[src/sv/cbcz_pkg.sv]
// package for the color blob centroid zone block
// holds payload structs, config layout, register codes, zone codes and back-end states
// no dependencies
`default_nettype none

package cbcz_pkg;

  localparam int CENT_W  = 10;
  localparam int COUNT_W = 21;
  localparam int CH_W    = 8;
  localparam int SIDE_W  = 11;
  localparam int IDX_W   = 3;

  typedef struct packed {
    logic [CH_W-1:0] hue;
    logic [CH_W-1:0] sat;
    logic [CH_W-1:0] val;
  } pixel_t;

  typedef enum logic [1:0] {
    ZONE_NONE   = 2'd0,
    ZONE_LEFT   = 2'd1,
    ZONE_CENTER = 2'd2,
    ZONE_RIGHT  = 2'd3
  } zone_t;

  typedef struct packed {
    logic               found;
    logic [CENT_W-1:0]  centroid_row;
    logic [CENT_W-1:0]  centroid_col;
    zone_t              zone;
    logic [COUNT_W-1:0] match_count;
  } result_t;

  typedef struct packed {
    logic [CH_W-1:0]   hue_min;
    logic [CH_W-1:0]   hue_max;
    logic [CH_W-1:0]   sat_min;
    logic [CH_W-1:0]   sat_max;
    logic [CH_W-1:0]   val_min;
    logic [CH_W-1:0]   val_max;
    logic [SIDE_W-1:0] frame_width;
    logic [SIDE_W-1:0] frame_height;
  } cfg_t;

  localparam logic [IDX_W-1:0] CFG_HUE_MIN      = 3'd0;
  localparam logic [IDX_W-1:0] CFG_HUE_MAX      = 3'd1;
  localparam logic [IDX_W-1:0] CFG_SAT_MIN      = 3'd2;
  localparam logic [IDX_W-1:0] CFG_SAT_MAX      = 3'd3;
  localparam logic [IDX_W-1:0] CFG_VAL_MIN      = 3'd4;
  localparam logic [IDX_W-1:0] CFG_VAL_MAX      = 3'd5;
  localparam logic [IDX_W-1:0] CFG_FRAME_WIDTH  = 3'd6;
  localparam logic [IDX_W-1:0] CFG_FRAME_HEIGHT = 3'd7;

  localparam cfg_t CFG_RESET = '{
    hue_min:      8'd120,
    hue_max:      8'd130,
    sat_min:      8'd0,
    sat_max:      8'd150,
    val_min:      8'd150,
    val_max:      8'd200,
    frame_width:  11'd160,
    frame_height: 11'd120
  };

  typedef enum logic [2:0] {
    BK_IDLE,
    BK_MUL,
    BK_CMP,
    BK_DIV,
    BK_DONE
  } back_state_t;

endpackage

`default_nettype wire

[src/sv/cbcz_front.sv]
// front end: pixel acceptance, color match, raster counters and per-frame sums
// depends on cbcz_pkg; pushes one frame record into the queue on the last pixel
`default_nettype none

module cbcz_front import cbcz_pkg::*; #(
  parameter int MAX_SIDE = 1024
) (
  input  wire logic                        clk,
  input  wire logic                        rst,
  input  wire cfg_t                        cfg,
  input  wire logic                        in_valid,
  output logic                             in_ready,
  input  wire pixel_t                      in_data,
  input  wire logic                        q_full,
  output logic                             push,
  output logic [$clog2(MAX_SIDE*MAX_SIDE+1)+$clog2(MAX_SIDE)-1:0] rsum_out,
  output logic [$clog2(MAX_SIDE*MAX_SIDE+1)+$clog2(MAX_SIDE)-1:0] csum_out,
  output logic [$clog2(MAX_SIDE*MAX_SIDE+1)-1:0]                  cnt_out,
  output logic [$clog2(MAX_SIDE+1)-1:0]    w_out,
  output logic [$clog2(MAX_SIDE+1)-1:0]    h_out
);

  localparam int SW   = $clog2(MAX_SIDE + 1);
  localparam int CW   = $clog2(MAX_SIDE);
  localparam int NW   = $clog2(MAX_SIDE * MAX_SIDE + 1);
  localparam int SUMW = NW + CW;

  logic [CW-1:0]   col;
  logic [CW-1:0]   row;
  logic [NW-1:0]   cnt;
  logic [SUMW-1:0] rsum;
  logic [SUMW-1:0] csum;

  logic [SW-1:0]   w;
  logic [SW-1:0]   h;
  logic            accept;
  logic            match;
  logic            last_col;
  logic            last_row;
  logic [NW-1:0]   cnt_upd;
  logic [SUMW-1:0] rsum_upd;
  logic [SUMW-1:0] csum_upd;

  function automatic logic [SW-1:0] side_clamp(input logic [SIDE_W-1:0] v);
    logic [SW-1:0] r;
    if (v == '0) begin
      r = SW'(1);
    end else if (32'(v) > MAX_SIDE) begin
      r = SW'(MAX_SIDE);
    end else begin
      r = SW'(v);
    end
    return r;
  endfunction

  assign w = side_clamp(cfg.frame_width);
  assign h = side_clamp(cfg.frame_height);

  assign in_ready = !q_full;
  assign accept   = in_valid && in_ready;

  assign match = (in_data.hue != '0) &&
                 (in_data.hue >= cfg.hue_min) && (in_data.hue <= cfg.hue_max) &&
                 (in_data.sat >= cfg.sat_min) && (in_data.sat <= cfg.sat_max) &&
                 (in_data.val >= cfg.val_min) && (in_data.val <= cfg.val_max);

  assign last_col = SW'(col) >= (w - SW'(1));
  assign last_row = SW'(row) >= (h - SW'(1));

  assign cnt_upd  = match ? cnt + NW'(1) : cnt;
  assign rsum_upd = match ? rsum + SUMW'(row) : rsum;
  assign csum_upd = match ? csum + SUMW'(col) : csum;

  assign push     = accept && last_col && last_row;
  assign cnt_out  = cnt_upd;
  assign rsum_out = rsum_upd;
  assign csum_out = csum_upd;
  assign w_out    = w;
  assign h_out    = h;

  always_ff @(posedge clk) begin
    if (rst) begin
      col  <= '0;
      row  <= '0;
      cnt  <= '0;
      rsum <= '0;
      csum <= '0;
    end else if (accept) begin
      if (!last_col) begin
        col  <= col + CW'(1);
        cnt  <= cnt_upd;
        rsum <= rsum_upd;
        csum <= csum_upd;
      end else if (!last_row) begin
        col  <= '0;
        row  <= row + CW'(1);
        cnt  <= cnt_upd;
        rsum <= rsum_upd;
        csum <= csum_upd;
      end else begin
        // frame done, totals leave through the queue
        col  <= '0;
        row  <= '0;
        cnt  <= '0;
        rsum <= '0;
        csum <= '0;
      end
    end
  end

  a_frame_clear: assert property (@(posedge clk) disable iff (rst)
    push |=> (col == '0) && (row == '0) && (cnt == '0) && (rsum == '0) && (csum == '0))
    else $error("front accumulators not cleared after frame end");

endmodule

`default_nettype wire

[src/sv/cbcz_fifo.sv]
// small register queue for frame records between front and back end
// generic width and depth, no package dependency
`default_nettype none

module cbcz_fifo #(
  parameter int W     = 8,
  parameter int DEPTH = 2
) (
  input  wire logic         clk,
  input  wire logic         rst,
  input  wire logic         push,
  input  wire logic [W-1:0] push_data,
  input  wire logic         pop,
  output logic [W-1:0]      pop_data,
  output logic              full,
  output logic              empty
);

  localparam int PW = (DEPTH > 1) ? $clog2(DEPTH) : 1;
  localparam int KW = $clog2(DEPTH + 1);

  logic [W-1:0]  mem [DEPTH];
  logic [PW-1:0] wr_ptr;
  logic [PW-1:0] rd_ptr;
  logic [KW-1:0] fill;

  assign full     = (fill == KW'(DEPTH));
  assign empty    = (fill == '0);
  assign pop_data = mem[rd_ptr];

  always_ff @(posedge clk) begin
    if (push) begin
      mem[wr_ptr] <= push_data;
    end
  end

  always_ff @(posedge clk) begin
    if (rst) begin
      wr_ptr <= '0;
      rd_ptr <= '0;
      fill   <= '0;
    end else begin
      if (push) begin
        wr_ptr <= (wr_ptr == PW'(DEPTH - 1)) ? '0 : wr_ptr + PW'(1);
      end
      if (pop) begin
        rd_ptr <= (rd_ptr == PW'(DEPTH - 1)) ? '0 : rd_ptr + PW'(1);
      end
      if (push && !pop) begin
        fill <= fill + KW'(1);
      end else if (pop && !push) begin
        fill <= fill - KW'(1);
      end
    end
  end

  a_no_overflow: assert property (@(posedge clk) disable iff (rst) push |-> !full)
    else $error("frame queue overflow");

  a_no_underflow: assert property (@(posedge clk) disable iff (rst) pop |-> !empty)
    else $error("frame queue underflow");

endmodule

`default_nettype wire

[src/sv/cbcz_div.sv]
// restoring divider, one quotient bit per cycle
// quotient must fit in QW bits (upper dividend part below divisor); no package dependency
`default_nettype none

module cbcz_div #(
  parameter int DIVW = 21,
  parameter int QW   = 10
) (
  input  wire logic                 clk,
  input  wire logic                 rst,
  input  wire logic                 start,
  input  wire logic [DIVW+QW-1:0]   dividend,
  input  wire logic [DIVW-1:0]      divisor,
  output logic                      busy,
  output logic [QW-1:0]             quotient
);

  localparam int KW = $clog2(QW + 1);

  logic [DIVW-1:0] rem;
  logic [QW-1:0]   low;
  logic [DIVW-1:0] dvs;
  logic [KW-1:0]   steps;

  logic [DIVW:0]   trial;
  logic [DIVW:0]   diff;
  logic            ge;

  assign trial = {rem, low[QW-1]};
  assign diff  = trial - {1'b0, dvs};
  assign ge    = trial >= {1'b0, dvs};
  assign busy  = (steps != '0);

  always_ff @(posedge clk) begin
    if (rst) begin
      steps <= '0;
    end else if (start) begin
      steps <= KW'(QW);
    end else if (busy) begin
      steps <= steps - KW'(1);
    end
  end

  always_ff @(posedge clk) begin
    if (start) begin
      rem      <= dividend[DIVW+QW-1:QW];
      low      <= dividend[QW-1:0];
      dvs      <= divisor;
      quotient <= '0;
    end else if (busy) begin
      rem      <= ge ? diff[DIVW-1:0] : trial[DIVW-1:0];
      low      <= QW'({low, 1'b0});
      quotient <= QW'({quotient, ge});
    end
  end

endmodule

`default_nettype wire

[src/sv/cbcz_back.sv]
// back end: found test, centroid division, zone classification and result register
// depends on cbcz_pkg and cbcz_div; takes frame records from the queue
`default_nettype none

module cbcz_back import cbcz_pkg::*; #(
  parameter int MAX_SIDE = 1024
) (
  input  wire logic                                  clk,
  input  wire logic                                  rst,
  input  wire logic                                  q_empty,
  output logic                                       pop,
  input  wire logic [2*($clog2(MAX_SIDE*MAX_SIDE+1)+$clog2(MAX_SIDE))
                     +$clog2(MAX_SIDE*MAX_SIDE+1)+2*$clog2(MAX_SIDE+1)-1:0] rec,
  output logic                                       out_valid,
  input  wire logic                                  out_ready,
  output result_t                                    out_data
);

  localparam int SW   = $clog2(MAX_SIDE + 1);
  localparam int CW   = $clog2(MAX_SIDE);
  localparam int NW   = $clog2(MAX_SIDE * MAX_SIDE + 1);
  localparam int SUMW = NW + CW;
  localparam int AW   = NW + 9;
  localparam int ZW   = SW + 2;

  back_state_t state, state_next;

  logic [NW-1:0]   rec_cnt;
  logic [SUMW-1:0] rec_rsum;
  logic [SUMW-1:0] rec_csum;
  logic [SW-1:0]   rec_w;
  logic [SW-1:0]   rec_h;

  logic [NW-1:0]   cnt;
  logic [SUMW-1:0] rsum;
  logic [SUMW-1:0] csum;
  logic [SW-1:0]   w;
  logic [SW-1:0]   h;
  logic [AW-1:0]   area;
  logic [AW-1:0]   cnt400;
  logic            found;

  logic            div_start;
  logic            row_busy;
  logic            col_busy;
  logic [CW-1:0]   q_row;
  logic [CW-1:0]   q_col;

  logic            load;
  logic            do_latch;
  logic            do_mul;
  logic            do_cmp;
  logic            found_now;
  logic [ZW-1:0]   col4;
  logic [ZW-1:0]   w1;
  logic [ZW-1:0]   w3;
  zone_t           zone;

  assign {rec_cnt, rec_rsum, rec_csum, rec_w, rec_h} = rec;

  cbcz_div #(.DIVW(NW), .QW(CW)) u_div_row (
    .clk      (clk),
    .rst      (rst),
    .start    (div_start),
    .dividend (rsum),
    .divisor  (cnt),
    .busy     (row_busy),
    .quotient (q_row)
  );

  cbcz_div #(.DIVW(NW), .QW(CW)) u_div_col (
    .clk      (clk),
    .rst      (rst),
    .start    (div_start),
    .dividend (csum),
    .divisor  (cnt),
    .busy     (col_busy),
    .quotient (q_col)
  );

  // 400 = 256 + 128 + 16
  assign found_now = cnt400 > area;

  always_comb begin
    col4 = ZW'({q_col, 2'b00});
    w1   = ZW'(w);
    w3   = w1 + (w1 << 1);
    if (!found) begin
      zone = ZONE_NONE;
    end else if ((q_col != '0) && (col4 < w1)) begin
      zone = ZONE_LEFT;
    end else if ((col4 >= w1) && (col4 <= w3)) begin
      zone = ZONE_CENTER;
    end else begin
      zone = ZONE_RIGHT;
    end
  end

  always_ff @(posedge clk) begin
    if (rst) begin
      state <= BK_IDLE;
    end else begin
      state <= state_next;
    end
  end

  always_comb begin
    state_next = state;
    pop        = 1'b0;
    do_latch   = 1'b0;
    do_mul     = 1'b0;
    do_cmp     = 1'b0;
    div_start  = 1'b0;
    load       = 1'b0;
    unique case (state)
      BK_IDLE: begin
        if (!q_empty) begin
          pop        = 1'b1;
          do_latch   = 1'b1;
          state_next = BK_MUL;
        end
      end
      BK_MUL: begin
        do_mul     = 1'b1;
        state_next = BK_CMP;
      end
      BK_CMP: begin
        do_cmp = 1'b1;
        if (found_now) begin
          div_start  = 1'b1;
          state_next = BK_DIV;
        end else begin
          state_next = BK_DONE;
        end
      end
      BK_DIV: begin
        if (!row_busy && !col_busy) begin
          state_next = BK_DONE;
        end
      end
      BK_DONE: begin
        if (!out_valid || out_ready) begin
          load       = 1'b1;
          state_next = BK_IDLE;
        end
      end
      default: state_next = BK_IDLE;
    endcase
  end

  always_ff @(posedge clk) begin
    if (do_latch) begin
      cnt  <= rec_cnt;
      rsum <= rec_rsum;
      csum <= rec_csum;
      w    <= rec_w;
      h    <= rec_h;
    end
    if (do_mul) begin
      area   <= AW'((2*SW)'(w) * (2*SW)'(h));
      cnt400 <= (AW'(cnt) << 8) + (AW'(cnt) << 7) + (AW'(cnt) << 4);
    end
    if (do_cmp) begin
      found <= found_now;
    end
  end

  always_ff @(posedge clk) begin
    if (rst) begin
      out_valid <= 1'b0;
    end else if (load) begin
      out_valid <= 1'b1;
    end else if (out_ready) begin
      out_valid <= 1'b0;
    end
  end

  always_ff @(posedge clk) begin
    if (load) begin
      out_data.found        <= found;
      out_data.centroid_row <= found ? CENT_W'(q_row) : '0;
      out_data.centroid_col <= found ? CENT_W'(q_col) : '0;
      out_data.zone         <= zone;
      out_data.match_count  <= COUNT_W'(cnt);
    end
  end

  a_not_found_zero: assert property (@(posedge clk) disable iff (rst)
    (out_valid && !out_data.found) |->
      (out_data.zone == ZONE_NONE) && (out_data.centroid_row == '0) &&
      (out_data.centroid_col == '0))
    else $error("result without a blob carries a centroid or zone");

  a_found_zone: assert property (@(posedge clk) disable iff (rst)
    (out_valid && out_data.found) |-> (out_data.zone != ZONE_NONE))
    else $error("found blob without a zone");

  a_div_only_found: assert property (@(posedge clk) disable iff (rst)
    div_start |=> (state == BK_DIV) && found && row_busy && col_busy)
    else $error("divider started without a found blob");

endmodule

`default_nettype wire

[src/sv/color_blob_centroid_zone_top.sv]
// HSV color blob detector: pixels in, per-frame count, centroid and zone out.
// Pixels are taken one per clock with no gaps needed; the front end matches and
// accumulates in the same cycle. At a frame's last pixel its totals enter a
// two-entry queue; the back end then does the found test (one multiply stage,
// one compare) and, for a found blob, the two centroid divisions, which run
// side by side on one-bit-per-cycle restoring dividers. The input
// stalls only when two finished frames are still waiting in the queue, which
// happens only for frames shorter than the back end's per-frame time or when the
// result is not taken. Config writes are taken every cycle and should happen
// between frames; the frame size in force at each pixel decides row and frame ends.
// depends on cbcz_pkg, cbcz_front, cbcz_fifo, cbcz_div, cbcz_back
`default_nettype none

module color_blob_centroid_zone_top import cbcz_pkg::*; #(
  parameter int MAX_SIDE = 1024
) (
  input  wire logic              clk,
  input  wire logic              rst,
  input  wire logic              in_valid,
  output logic                   in_ready,
  input  wire pixel_t            in_data,
  output logic                   out_valid,
  input  wire logic              out_ready,
  output result_t                out_data,
  input  wire logic              cfg_valid,
  output logic                   cfg_ready,
  input  wire logic [IDX_W-1:0]  cfg_index,
  input  wire logic [SIDE_W-1:0] cfg_data
);

  localparam int SW   = $clog2(MAX_SIDE + 1);
  localparam int CW   = $clog2(MAX_SIDE);
  localparam int NW   = $clog2(MAX_SIDE * MAX_SIDE + 1);
  localparam int SUMW = NW + CW;
  localparam int RW   = NW + 2 * SUMW + 2 * SW;

  cfg_t            cfg;
  logic            q_full;
  logic            q_empty;
  logic            push;
  logic            pop;
  logic [NW-1:0]   f_cnt;
  logic [SUMW-1:0] f_rsum;
  logic [SUMW-1:0] f_csum;
  logic [SW-1:0]   f_w;
  logic [SW-1:0]   f_h;
  logic [RW-1:0]   q_in;
  logic [RW-1:0]   q_out;

  assign cfg_ready = 1'b1;

  always_ff @(posedge clk) begin
    if (rst) begin
      cfg <= CFG_RESET;
    end else if (cfg_valid && cfg_ready) begin
      unique case (cfg_index)
        CFG_HUE_MIN:      cfg.hue_min      <= cfg_data[CH_W-1:0];
        CFG_HUE_MAX:      cfg.hue_max      <= cfg_data[CH_W-1:0];
        CFG_SAT_MIN:      cfg.sat_min      <= cfg_data[CH_W-1:0];
        CFG_SAT_MAX:      cfg.sat_max      <= cfg_data[CH_W-1:0];
        CFG_VAL_MIN:      cfg.val_min      <= cfg_data[CH_W-1:0];
        CFG_VAL_MAX:      cfg.val_max      <= cfg_data[CH_W-1:0];
        CFG_FRAME_WIDTH:  cfg.frame_width  <= cfg_data;
        CFG_FRAME_HEIGHT: cfg.frame_height <= cfg_data;
      endcase
    end
  end

  cbcz_front #(.MAX_SIDE(MAX_SIDE)) u_front (
    .clk      (clk),
    .rst      (rst),
    .cfg      (cfg),
    .in_valid (in_valid),
    .in_ready (in_ready),
    .in_data  (in_data),
    .q_full   (q_full),
    .push     (push),
    .rsum_out (f_rsum),
    .csum_out (f_csum),
    .cnt_out  (f_cnt),
    .w_out    (f_w),
    .h_out    (f_h)
  );

  assign q_in = {f_cnt, f_rsum, f_csum, f_w, f_h};

  cbcz_fifo #(.W(RW), .DEPTH(2)) u_fifo (
    .clk       (clk),
    .rst       (rst),
    .push      (push),
    .push_data (q_in),
    .pop       (pop),
    .pop_data  (q_out),
    .full      (q_full),
    .empty     (q_empty)
  );

  cbcz_back #(.MAX_SIDE(MAX_SIDE)) u_back (
    .clk       (clk),
    .rst       (rst),
    .q_empty   (q_empty),
    .pop       (pop),
    .rec       (q_out),
    .out_valid (out_valid),
    .out_ready (out_ready),
    .out_data  (out_data)
  );

endmodule

`default_nettype wire

[config.mk]
export PLATFORM = sky130hd
export DESIGN_NAME = color_blob_centroid_zone_top
export DESIGN_NICKNAME = d
export VERILOG_FILES = /design/src/sv/cbcz_pkg.sv /design/src/sv/cbcz_front.sv /design/src/sv/cbcz_fifo.sv /design/src/sv/cbcz_div.sv /design/src/sv/cbcz_back.sv /design/src/sv/color_blob_centroid_zone_top.sv
export SDC_FILE = /design/constraint.sdc
export NUM_CORES = 2
export LEC_CHECK = 0
export ABC_AREA = 0
export BUFFER_PORTS_ARGS = -buffer_cell sky130_fd_sc_hd__buf_2
export CAP_MARGIN = 20
export CORE_MARGIN = 5
export CORE_UTILIZATION = 60
export CTS_BUF_LIST = sky130_fd_sc_hd__clkbuf_2
export DETAILED_ROUTE_END_ITERATION = 6
export PLACE_DENSITY = 0.77
export SLEW_MARGIN = 10
export SYNTH_ARGS = -nofsm -noshare
export SYNTH_HDL_FRONTEND = slang
export SYNTH_SLANG_ARGS = --single-unit
[constraint.sdc]
create_clock -name clk -period 10.35 [get_ports clk]
set_clock_uncertainty 0.1 [all_clocks]
set_input_delay 2.07 -clock clk [delete_from_list [all_inputs] [get_ports clk]]
set_output_delay 2.07 -clock clk [all_outputs]
set_load 0.005 [all_outputs]
* Yosys cells after proc, flatten, opt, wreduce, memory -nomap -nowiden
Memory sizes are Yosys's and may differ from the RTL's. A register that Yosys moved wholly into a read port is not among the register bits.
Index checks and enable logic that the tools add are counted.
Widths: inputs -> output; s select.
** Storage, ports and cells
- Logic and storage cells :: 188
- Memory bits (writable) :: 210
- Memories kept :: 1
- Bits in registers :: 389
- Bits of input ports :: 43
** Cells by class
- Reduce and logical (&&, ||, !) cells :: 46
- Multiply operators :: 1
- Magnitude comparators :: 16
- Bitwise operators :: 1
- Equal/unequal tests :: 15
- $add $sub $neg :: 18
- Multiplexer cells :: 52
** Memory list
- u_fifo.mem :: depth 2, width 105, rd ports 1, clocked after Yosys merged registers in 1, write ports 1, line cbcz_fifo.sv:22 : logic [W-1:0] mem [DEPTH];
** Operators with widths (number)
- $mux 21 :: 9
- $mux 31 :: 6
- $add 31x10->31 :: 2
- $mux 10 :: 6
- $ge 22x21->1 :: 2
- $mux 11 :: 4
- $sub 21x21->21 :: 2
- $add 29x28->30 :: 1
- $add 30x25->30 :: 1
- $gt 30x22->1 :: 1
- $ge 8x8->1 :: 3
- $le 8x8->1 :: 3
- $ge 10x11->1 :: 2
- $gt 11x11->1 const B :: 2
- $logic_not 11->1 :: 2
- $mul 11x11->22 :: 1
- $sub 11x1->11 const B :: 2
- $add 21x1->21 const B :: 1
- $add 10x1->10 const B :: 2
- $reduce_and 2->1 :: 9
- $mux 1 :: 16
- $mux 4 :: 4
- $eq 3x3->1 const B :: 5
- $pmux 3 s5 :: 1
- other kinds (27) :: 62

* Logic depth before layout (Yosys ltp)
- Depth in word-level cells :: 11
- Mapped depth :: 20

* Modules after synthesis
A second synthesis with hierarchy kept.
** Second synthesis, totals
- Cell total of the unflattened synthesis :: 3648
- Area total of the unflattened synthesis :: 41262.1 sq um
** By module, submodules not included
- cbcz_back :: cells each 1075, times used 1, area an instance 13123.8 sq um
- cbcz_front :: cells each 1177, times used 1, area an instance 9163.8 sq um
- cbcz_div :: cells each 392, times used 2, area an instance 4071.4 sq um
- cbcz_fifo :: cells each 349, times used 1, area an instance 8032.7 sq um
- color_blob_centroid_zone_top :: cells each 263, times used 1, area an instance 2798.9 sq um

* Least setup slack after synthesis
No wires, ideal clock.
- Path type :: flip-flop to flip-flop
- From :: reg, netlist name cfg[2]
- To :: mem u_fifo.mem[0][0] (netlist name), enable pin
- Buffers on the path :: 0
- Slack :: 2.431 ns
- Period minus slack after synthesis :: 7.919 ns
- Cell stages (with the launch flop) :: 17
- Data required time :: 9.680 ns
- Setup time :: 0.570 ns
- Arrival :: 7.249 ns
- Path through :: dfxtp_1 nor4_1 and3_1 a21oi_1 or2_2 ha_1 o21ai_0 nor2_1 xnor2_1 ha_1 o21ai_0 nand2b_1 a21oi_1 a211o_1 nor2_1 nand2_1 nor2_1
** Between the ends
- Longest elaborated chain between the ends :: 8
- Elaborated cells on any way between the ends :: 9
** RTL lines
- $gt 11x11->1 :: line cbcz_front.sv:48 : end else if (32'(v) > MAX_SIDE) begin
- $mux 11 :: line cbcz_front.sv:48
- $mux 11 (*) :: line cbcz_front.sv:46 : if (v == '0) begin
- $sub 11x1->11 (*) :: line cbcz_front.sv:68 : assign last_row = SW'(row) >= (h - SW'(1));
- $ge 10x11->1 (*) :: line cbcz_front.sv:68
- $logic_and 1x1->1 (*) :: line cbcz_front.sv:74 : assign push = accept && last_col && last_row;
- $mux 1 (*) :: line cbcz_fifo.sv:32 : if (push) begin
- $mux 1 (not written as such) (*) :: line cbcz_fifo.sv:33 : mem[wr_ptr] <= push_data;
- end, declared :: line cbcz_fifo.sv:22
Mark *: on every way between the ends. The rest lies on a longest branch, timed or not.

* Worst setup path in the final report
- From :: reg u_back.w[2], read port of u_fifo.mem
- To :: reg u_back.area[21], data pin
** Between the ends
- Longest elaborated chain between the ends :: 1
** RTL lines
- start, declared :: line cbcz_back.sv:37 : logic [SW-1:0] w;
- $mul 11x11->22 :: line cbcz_back.sv:160 : area <= AW'((2*SW)'(w) * (2*SW)'(h));
- end signal, assigned :: line cbcz_back.sv:160
- end, declared :: line cbcz_back.sv:39 : logic [AW-1:0] area;
Every way passes these cells.
A chain may end at the register's enable or synchronous reset.

==> flow_summary.toml <==
[sta]
fin_crit_ps = 6130
finalMaxSlewViolations = 0
setup_tns_ps = 0
timing.fmax_mhz = 163
worst_slew_pin_slew_ps = 1080
rsz0062_at_grt = "no"
period_share_pct = 59.3
setup_viol = 0
timing.slew.headroom_pct = 27.8
final_hold_viol_count = 0

[logic_synthesis]
syn_inst = 3515
synth_top_area_cell = "edfxtp_1"
yosysSeqAreaShare_pct = 49.5
ys_ff_latch = 700
synthArstFlopShare_pct = 0
synth.distinct_cells = 81
avgSynthCellArea_um2 = 10.9
synth_ff_type = "edfxtp_1"
synth_area_leaders = "edfxtp_1, dfxtp_1, ha_1, fa_1, nand2_1"
yosysWarnings = 0
syn_nets = 3933
netlist_area_um2 = 38300
synth_edf_count = 491
yosysTopAreaCellShare_pct = 38.5

[critical_path]
crit_required_ps = 11270
cp-end-kind = "flop"
r2r-end = "u_back.area[21]"
path_class = "flop to flop"
startpoint_type = "flop"
critPathArrivalTime_ps = 7050
critical_path.max_fanout = 15
r2r_slack_ps = 4220
cp_slowest_cell = "edfxtp_1"
critical_path.max_stage_delay_ps = 670
r2r_cells = 18
r2r-start = "u_back.w[2]"
cpMostUsedCell = "fa_1"
path_cells = "and2_1 > fa_1 > inv_1 > fa_1 > inv_1 > fa_1 > fa_1 > inv_1 > fa_1 > inv_1 > ha_1 > nand3_1 > a2111oi_0 > o311ai_0 > a21oi_1 > o41ai_1 > nand2_1 > o211ai_1"

[drt]
vias = 26400
met2_length_mm = 39.5
dr.max_layer_used = "met4"
met1_length_mm = 35.8
wl_mm = 83.0
met3_wirelength_mm = 5.23
drc = 0
drt-pass1-iter-count = 6
wl_per_cell_um = 17.8
drt_iter0_markers = 1944
ant_nets = 0
viasPerCell = 5.67

[cts]
cts_max_level = 4
cts_resized = 0
post_cts_buffers = 0
cts_tree = "done"
hold_buffers = 0
cts_max_path_buffers = 3
cts_inserted_buffers = 168
cts-root-buf = "clkbuf_2"
worst_skew_pair.late_latency_ps = 1350
cts_sinks = 700
clk_pin_slew_ps = 110

[placement]
gp_congestion = 0.886
io_buffers = 88
hpwl_mm = 58.1

[final_layout]
syn_to_final_growth_pct = 7.66
fin_nets = 4085
fill_cells = 4975
drive_gt1_share_pct = 14.4
multi_input_area_um2 = 17800
layout_common_cells = "edfxtp_1, nand2_1, inv_1"
register_area_um2 = 18900
mostFrequentLayoutCell = "edfxtp_1"

[die]
start_util_pct = 60.7
dieHeight_um = 263
rows = 92
ios = 90
core_um2 = 63100
die_w_um = 263
dieArea_um2 = 68900

[worst_hold_path]
min_path_type = "flop to flop"
hp-start = "cfg[48]"
hold_path_end = "cfg[48]"
hold_depth = 2

[global_routing]
grt_max_degree = 68
antenna_found_initial = 5
grt_first_pass_wirelength_mm = 135
gr-usage-all-layers_pct = 23.9
grt_overflow = 0
first_global_vias = 26400

[run]
drv_cap = 0

[run_status]
status = "finished clean"
## flip-flops by register name, summed over array words and instances (netlist names), 22 cells and up
| name | count |
|---|---|
| u_front.rsum | 31 |
| u_back.rsum | 31 |
| u_front.csum | 31 |
| u_back.csum | 31 |
| u_back.cnt400 | 26 |
| u_back.out_data | 44 |
| u_back.area | 22 |
| cfg | 70 |
| u_fifo.mem | 210 |
## stage by stage
stage	hold WS, ps	instances	setup WS [ps]	cell area (um^2)	util (%)
6_report	357	4658	4220	41200	65.3
5_1_grt	374	4658	3810	41200	65.3
4_1_cts	357	4652	4230	41200	65.3
3_5_place_dp	345	4342	4090	39500	62.6
3_3_place_gp	337	4341	4190	39500	62.6
2_1_floorplan	327	3515	2430	38300	-
## cell families after synthesis
logic type	synth area share (%)
AOI/OAI and AO/OA	10.1
xor gates and xnor gates	4.49
adders and majority gates	14.3
buffers and inverters	4.19
DFF	49.5
muxes	3.87
other	0.00980
and+or+nand+nor	13.6
## worst max path at each step
stage                            from                 to  depth (start not counted)
after global routing      u_back.w[2]    u_back.area[21]                         18
after CTS                 u_back.w[2]    u_back.area[21]                         18
final                     u_back.w[2]    u_back.area[21]                         18
after detailed placement     in_valid  u_fifo.mem[1][41]                          7
after floorplan                cfg[2]   u_fifo.mem[0][0]                         16
after global placement       in_valid  u_fifo.mem[1][45]                          7
## synth_stat cells (8+ instances only)
cell type	instances
a211o_1	10
a211oi_1	12
a21o_1	47
a21oi_1	190
a22o_1	28
a31oi_1	48
and2_1	83
and3_1	33
buf_1	11
buf_2	22
clkbuf_1	95
dfxtp_1	209
edfxtp_1	491
fa_1	103
ha_1	272
inv_1	278
mux2_2	111
mux2i_1	23
nand2_1	438
nand2b_1	23
nand3_1	73
nand4_1	44
nor2_1	208
nor2b_1	47
nor3_1	57
nor4_1	23
o211ai_1	24
o21a_1	34
o21ai_0	108
o31ai_1	25
or2_2	8
or3_1	23
xnor2_1	139
xor2_1	57
## critical path: cells and delay by family (launching register included)
| family | cells | cell delay, ps |
|---|---|---|
| fa+ha+maj | 6 | 3020 |
| compound gates | 5 | 1390 |
| flops | 1 | 670 |
| simple gates | 3 | 480 |
| buf+inv | 4 | 210 |
## layout make-up
| cell class | count | area share, % |
|---|---|---|
| diodes | 5 | 0.0304 |
| clock buffers | 253 | 3.07 |
| clock inverters | 57 | 0.978 |
| inverters | 278 | 2.53 |
| multi-input cells | 2402 | 43.3 |
| flip-flops and latches | 700 | 46.0 |
| well taps | 846 | 2.57 |
| repair buffers | 117 | 1.59 |
## metal layers
layer | vias to the layer above | global-route usage [%]
li1 | 12900 | -
met1 | 12600 | 32.3
met4 | 0 | 8.88
met5 | - | 0
met2 | 750 | 38.7
met3 | 166 | 4.93
Power is not shown: default switching activity piles up to over one toggle a cycle in this logic, so the estimate is an artifact.
